## src/sv/sspc_pkg.sv

```systemverilog
// Shared types and constants for the servo status packet checker.
// Depends on nothing; the configuration interface, the CRC update and the top level use it by scoped names.
package sspc_pkg;

	// Result status codes
	typedef enum logic [2:0] {
		STATUS_OK        = 3'd0,
		STATUS_HEADER    = 3'd1,
		STATUS_ID        = 3'd2,
		STATUS_CRC       = 3'd3,
		STATUS_TRUNCATED = 3'd4
	} status_t;

	// Configuration register indexes
	localparam int unsigned CFG_IDX_W = 2;
	typedef enum logic [CFG_IDX_W-1:0] {
		REG_EXPECTED_ID = 2'd0,
		REG_CHECK_ID    = 2'd1,
		REG_DATA_FORMAT = 2'd2
	} cfg_index_t;

	// Data format codes
	typedef enum logic [2:0] {
		FMT_INT8   = 3'd0,
		FMT_UINT8  = 3'd1,
		FMT_INT16  = 3'd2,
		FMT_UINT16 = 3'd3,
		FMT_INT32  = 3'd4,
		FMT_UINT32 = 3'd5
	} data_format_t;

	localparam logic [15:0] CRC_POLY = 16'h8005;

	// Packet layout
	localparam logic [4:0] FIXED_BYTES = 5'd11;
	localparam logic [3:0] POS_ID      = 4'd4;
	localparam logic [3:0] POS_DATA    = 4'd9;
	localparam logic [3:0] HEADER_LEN  = 4'd4;

	localparam logic [7:0] EXPECTED_ID_RESET = 8'd1;
	localparam logic [2:0] DATA_FORMAT_RESET = 3'd4;

	// Expected header byte at positions 0 to 3
	function automatic logic [7:0] header_byte(input logic [1:0] pos);
		logic [7:0] b;
		case (pos)
			2'd0:    b = 8'hFF;
			2'd1:    b = 8'hFF;
			2'd2:    b = 8'hFD;
			default: b = 8'h00;
		endcase
		return b;
	endfunction

	// Data size in bytes for a format code, before the size cap
	function automatic logic [4:0] format_size(input logic [2:0] fmt);
		logic [4:0] s;
		case (fmt)
			FMT_INT8, FMT_UINT8:   s = 5'd1;
			FMT_INT16, FMT_UINT16: s = 5'd2;
			default:               s = 5'd4;
		endcase
		return s;
	endfunction

endpackage

```

## src/sv/sspc_crc16_byte.sv

```systemverilog
// One-byte update of CRC-16, polynomial 0x8005, MSB first.
// Depends on sspc_pkg for the polynomial.
module sspc_crc16_byte (
	input  logic [15:0] crc,
	input  logic [7:0]  data,
	output logic [15:0] crc_next
);

	// Shift eight bits through the polynomial
	always_comb begin
		logic [15:0] c;
		c = crc ^ {data, 8'h00};
		for (int k = 0; k < 8; k++) begin
			if (c[15]) begin
				c = {c[14:0], 1'b0} ^ sspc_pkg::CRC_POLY;
			end else begin
				c = {c[14:0], 1'b0};
			end
		end
		crc_next = c;
	end

endmodule

```

## config.mk

```make
export PLATFORM = sky130hd
export DESIGN_NAME = sspc_crc16_byte
export DESIGN_NICKNAME = d
export VERILOG_FILES = /design/src/sv/sspc_pkg.sv /design/src/sv/sspc_crc16_byte.sv
export SDC_FILE = /design/constraint.sdc
export NUM_CORES = 1
export LEC_CHECK = 0
export BUFFER_PORTS_ARGS = -buffer_cell sky130_fd_sc_hd__buf_2
export CAP_MARGIN = 0
export CORE_AREA = 5 5 42 44
export DETAILED_ROUTE_END_ITERATION = 10
export DIE_AREA = 0 0 47 49
export PLACE_DENSITY_LB_ADDON = 0.08
export SETUP_SLACK_MARGIN = 0.15
export SLEW_MARGIN = 10
export SYNTH_ARGS = -nofsm -noshare
export SYNTH_HDL_FRONTEND = slang
export SYNTH_SLANG_ARGS = --single-unit
```

## constraint.sdc

```tcl
create_clock -name vclk -period 2.25
set_clock_uncertainty 0.05 [all_clocks]
set_input_delay 0.3375 -clock vclk [all_inputs]
set_output_delay 0.3375 -clock vclk [all_outputs]
set_load 0.03 [all_outputs]
```

After elaboration in Yosys (flattened, before gate mapping)
Index checks and enable logic that the tools add are counted.
{"block": "totals", "register_bits": 0, "input_bits": 24, "output_inout_bits": 16, "word_cells": 17}
{"block": "op_classes", "n_mux": 8, "n_bitwise": 9}
{"cell": "$mux W16", "n": 8}
{"cell": "$not A3 Y3", "n": 8}
{"cell": "$xor A16 B16 Y16", "n": 1}

Depth between registers and ports, before layout
Gate-level depths: netlist of the first run.
{"block": "logic_depth", "ltp_word": 17, "ltp_mapped": 4, "depth_no_buf": 4}

Worst setup path before layout of the first run
No wires, ideal clock.
{"block": "synth_timing", "path_kind": "input -> output", "from": "input data[4]", "to": "output crc_next[0]", "arrival_time_ns": 2.016, "required_time_ns": 1.862, "setup_slack_ns": -0.153, "cell_stages": 4, "path_buffers": 0, "path_cell_list": "xnor2_1 xor2_1 xnor2_1 xnor2_1"}
{"block": "synth_between", "elab_chain_cells": 10}
{"item": "start, declared", "line": "sspc_crc16_byte.sv:5", "text": "input logic [7:0] data,"}
{"item": "$xor A16 B16 Y16 (*)", "line": "sspc_crc16_byte.sv:12", "text": "c = crc ^ {data, 8'h00};"}
{"item": "$mux W16 (*) (2 in series)", "line": "sspc_crc16_byte.sv:14", "text": "if (c[15]) begin"}
{"item": "$not A3 Y3 (no source line)"}
{"item": "$mux W16 (*) (6 in series)", "line": "sspc_crc16_byte.sv:14"}
{"item": "end, declared", "line": "sspc_crc16_byte.sv:6", "text": "output logic [15:0] crc_next"}
Every way passes the cells marked *; elsewhere a longest branch is shown, timed or not.

Worst setup path after layout of the first run
{"block": "layout_timing", "from": "input data[3]", "to": "output crc_next[15]"}
{"block": "layout_between", "elab_chain_cells": 10}
{"item": "$xor A16 B16 Y16 (*)", "line": "sspc_crc16_byte.sv:12"}
{"item": "$mux W16 (*) (3 in series)", "line": "sspc_crc16_byte.sv:14"}
{"item": "$not A3 Y3 (no source line)"}
{"item": "$mux W16 (*) (5 in series)", "line": "sspc_crc16_byte.sv:14"}
Marks and branches as above.

==> results of run 1 <==
-- metrics by stage --
stage	worst slack [ns]	hold slack, ns	instance area (um2)
floorplan	0.152	0.757	307
global placement	0.132	0.625	454
detailed placement	0.120	0.625	454
CTS	0.177	0.625	462
global route	0.155	0.625	499
finish	0.280	0.625	499
-- how the worst min path moves through the flow --
stage / start / to / slack, ns / depth (start not counted)
global placement: crc[3] / crc_next[11] / 0.63 / 0
global route: crc[6] / crc_next[14] / 0.63 / 0
detailed placement: crc[3] / crc_next[11] / 0.63 / 0
CTS: crc[3] / crc_next[11] / 0.63 / 0
finish: crc[3] / crc_next[11] / 0.63 / 0
floorplan: crc[2] / crc_next[10] / 0.76 / 1
-- cell families (layout without fill, tap and decap cells) --
| logic type | Yosys count | after routing | synth area share, % |
|---|---|---|---|
| buffers and inverters | 5 | 32 | 14.4 |
| xor gates and xnor gates | 23 | 23 | 85.6 |
-- synth_stat cells --
master | instances | share of area, %
xnor3_1 | 1 | 8.7
xnor2_1 | 15 | 50
xnor2_2 | 1 | 6.3
xor2_1 | 6 | 20
buf_4 | 5 | 14
-- layer usage --
metal	GRT usage, %	vias to the layer above	part of all wire (%)
met5	0	-	0
met1	7.05	107	27
met3	1.11	2	18
li1	-	133	-
met2	7.47	18	54
met4	0.461	0	0.31
-- layout by cell type (no fill, tap or decap) --
master   count
xor2_1       5
buf_4        2
xor2_2       1
xnor2_2     12
buf_2       30
xnor3_2      1
xnor2_1      4
-- what timing repair did --
action | in CTS | in global routing
gates cloned | 0 | 0
setup endpoints to repair | 1 | 3
resized for setup | 1 | 5
-- cell type report --
cell class                      instances  area [um2]
Multi-Input combinational cell         23         314
Timing Repair Buffer                   32         165
Fill cell                             163         902
Tap cell                               16        20.0
-- report_power, final --
part / switching, mW / internal (mW) / total (mW)
logic: 0.260 / 0.185 / 0.445
registers: 0 / 0 / 0
clock network: 0 / 0 / 0
total: 0.260 / 0.185 / 0.445
==> results.py, run 1 <==
metrics = {
    "worst_setup_path": {
        "crit_cells": 6,
        "critPathKind": "in -> out",
        "crit_arrival_ns": 1.58,
        "cpPeakStageDelay_ns": 0.34,
        "endpoint": "crc_next[15]",
        "cp.required_ns": 1.86,
        "crit_start": "data[3]",
        "crit_path_top_delay_cell": "xnor3_2",
        "start_kind": "input port",
        "crit_fanout": 2,
        "worstPathBufferInverterCount": 2,
        "setup.worst_path.end_class": "output pin",
        "cp_cell_sequence": "buf_2 > xor2_1 > xnor2_2 > xnor2_2 > xnor3_2 > buf_2",
        "cpLargestDelayFamily": "XOR/XNOR gates",
    },
    "finish": {
        "layout-drive-gt1-share_pct": 83.6,
        "clockBufferCount": 0,
        "fin_nets": 81,
        "areaGrowthSynthToFinish_pct": 91.8,
        "seq_cells": 0,
        "regArea_um2": 0,
        "instances_no_fill": 71,
        "diodes": 0,
        "final_util_pct": 35.6,
    },
    "die": {
        "die-area_um2": 2300,
        "die_y_um": 49,
        "io_pins": 40,
        "fp.dieW_um": 47,
        "core_area_um2": 1400,
        "rows": 14,
        "start_util_pct": 18.6,
    },
    "sta": {
        "tns_ns": 0,
        "rsz0062_at_grt": "no",
        "min_period_ns": 1.97,
        "tightest_slew_ns": 0.319,
        "slew_headroom_pct": 78.6,
        "slew_viol_final": 0,
        "clock.fmax_ghz": 0.508,
        "setup_violations": 0,
        "finalCritPeriodShare_pct": 87.5,
        "hold_viol": 0,
    },
    "global_routing": {
        "grt_pass1_wl_um": 917,
        "grt_pass1_vias": 226,
        "antenna_found_initial": 0,
        "grt_use_total_pct": 4.86,
        "grt_start_max_net_pins": 4,
        "grt-ovfl-total": 0,
    },
    "detailed_routing": {
        "drt_iter0_drc": 0,
        "ant_nets": 0,
        "dr.pass1.iters": 1,
        "vias": 260,
        "vias_per_cell": 3.66,
        "wl_per_cell_um": 8.99,
        "drt_wl_total_um": 638,
        "drc": 0,
    },
    "power": {
        "leakagePower_nw": 0.271,
        "ir_drop_mv": 0.312,
        "power.density_nw_per_um2": 891,
        "p_total_mw": 0.445,
    },
    "cts": {
        "post_cts.repair.setup_buffers": 0,
        "cts_hold_buf": 0,
    },
    "place": {
        "io_buffers": 30,
        "dp_hpwl_um": 625,
        "post-place-cells": 71,
        "globalplace.congestion": 0.635,
    },
    "synth": {
        "synth_cells": 28,
        "syn_area_per_cell_um2": 9.29,
        "ys_types": 5,
        "yosysWarningCount": 0,
        "seq_area_frac_synth_pct": 0,
        "syn_nets": 52,
        "syn-cell-area_um2": 260,
    },
    "job": {
        "maxCapViolCount": 0,
    },
    "hold_path": {
        "hold_class": "in -> out",
    },
    "status": {
        "status": "finished, final reports clean",
    },
}
(Power assumes the default switching activity.)
==> inputs of run 2 (changes only) <==
clock period = 2 ns   (was 2.25 ns; I/O delays follow)
==> results.py, run 2 (same netlist as run 1, synthesis figures left out) <==
metrics = {
    "detailed_routing": {
        "drc": 0,
        "drt_iter0_drc": 1,
        "wl_per_cell_um": 11.5,
        "vias": 325,
        "vias_per_cell": 3.96,
        "drt_wl_total_um": 942,
        "dr.pass1.iters": 2,
        "ant_nets": 0,
    },
    "die": {
        "die_y_um": 49,
        "fp.dieW_um": 47,
        "die-area_um2": 2300,
        "core_area_um2": 1400,
        "start_util_pct": 18.6,
        "io_pins": 40,
        "rows": 14,
    },
    "sta": {
        "slew_viol_final": 0,
        "tightest_slew_ns": 0.233,
        "finalCritPeriodShare_pct": 92.9,
        "tns_ns": 0,
        "rsz0062_at_grt": "yes",
        "clock.fmax_ghz": 0.538,
        "slew_headroom_pct": 84.4,
        "hold_viol": 0,
        "setup_violations": 0,
        "min_period_ns": 1.86,
    },
    "worst_setup_path": {
        "crit_arrival_ns": 1.51,
        "cp.required_ns": 1.65,
        "setup.worst_path.end_class": "output pin",
        "crit_fanout": 2,
        "start_kind": "input port",
        "critPathKind": "in -> out",
    },
    "global_routing": {
        "grt-ovfl-total": 0,
        "grt_pass1_vias": 370,
        "antenna_found_initial": 0,
        "grt_use_total_pct": 8.60,
        "grt_pass1_wl_um": 1580,
        "grt_start_max_net_pins": 4,
    },
    "hold_path": {
        "hold_class": "in -> out",
    },
    "finish": {
        "mostFrequentLayoutCell": "buf_2",
        "regArea_um2": 0,
        "multi_input_area_um2": 460,
        "seq_cells": 0,
        "final_area_um2": 797,
        "layout-drive-gt1-share_pct": 90.9,
        "fin_nets": 92,
        "clockBufferCount": 0,
        "areaGrowthSynthToFinish_pct": 206,
        "nFillCells": 128,
        "final_cell_mix": "buf_2, buf_4, xnor2_4, buf_6, xnor2_1",
        "diodes": 0,
    },
    "power": {
        "ir_drop_mv": 0.324,
        "leakagePower_nw": 0.367,
        "power.density_nw_per_um2": 867,
    },
    "place": {
        "io_buffers": 30,
        "dp_hpwl_um": 842,
        "dpl-instance-area_um2": 597,
        "globalplace.congestion": 0.632,
    },
    "status": {
        "status": "finished, final reports clean",
    },
    "job": {
        "maxCapViolCount": 0,
    },
}
==> run 2: final cells by class <==
| type | count | share of cell area [%] |
|---|---|---|
| multi-input cells | 23 | 57.8 |
| repair buffers | 43 | 39.7 |
| well taps | 16 | 2.51 |
==> run 2: what timing repair did <==
action,CTS,global route
resized for setup,17,12
setup buffers,5,2
hold buffers,0,0
setup endpoints to repair,3,3
pin swaps,11,5
==> run 2: where the power goes <==
part	internal (mW)	switching, mW
Sequential	0	0
Combinational	0.345	0.346
Clock	0	0
Total	0.345	0.346
==> run 2: per-layer routing <==
layer | GRT usage, % | up-vias | share of wire, %
met4 | 0 | 0 | 0
li1 | - | 155 | -
met2 | 18.6 | 20 | 65
met5 | 0 | - | 0
met1 | 7.73 | 150 | 22
met3 | 1.85 | 0 | 13
==> run 2: worst max-delay path: stages <==
cell and delay [ns]:
buf_8 0.10, xnor2_4 0.23, xor2_4 0.19, xnor2_2 0.16, xnor3_2 0.38, buf_6 0.15
==> run 2: stage by stage <==
| stage | worst slack, ns | util, % | cells | power (mW) | hold slack [ns] |
|---|---|---|---|---|---|
| floorplan | 0.135 | - | 28 | 0.423 | 0.682 |
| global placement | 0.0956 | 42.6 | 75 | 0.566 | 0.551 |
| detailed placement | 0.0552 | 42.6 | 75 | 0.578 | 0.551 |
| CTS | 0.144 | 52.5 | 80 | 0.657 | 0.551 |
| global route | 0.0807 | 56.9 | 82 | 0.731 | 0.550 |
| finish | 0.143 | 56.9 | 82 | 0.691 | 0.550 |
==> run 2: final timing paths <==
kind,start,to,depth (start not counted)
min,crc[2],crc_next[10],0
max,data[5],crc_next[15],6
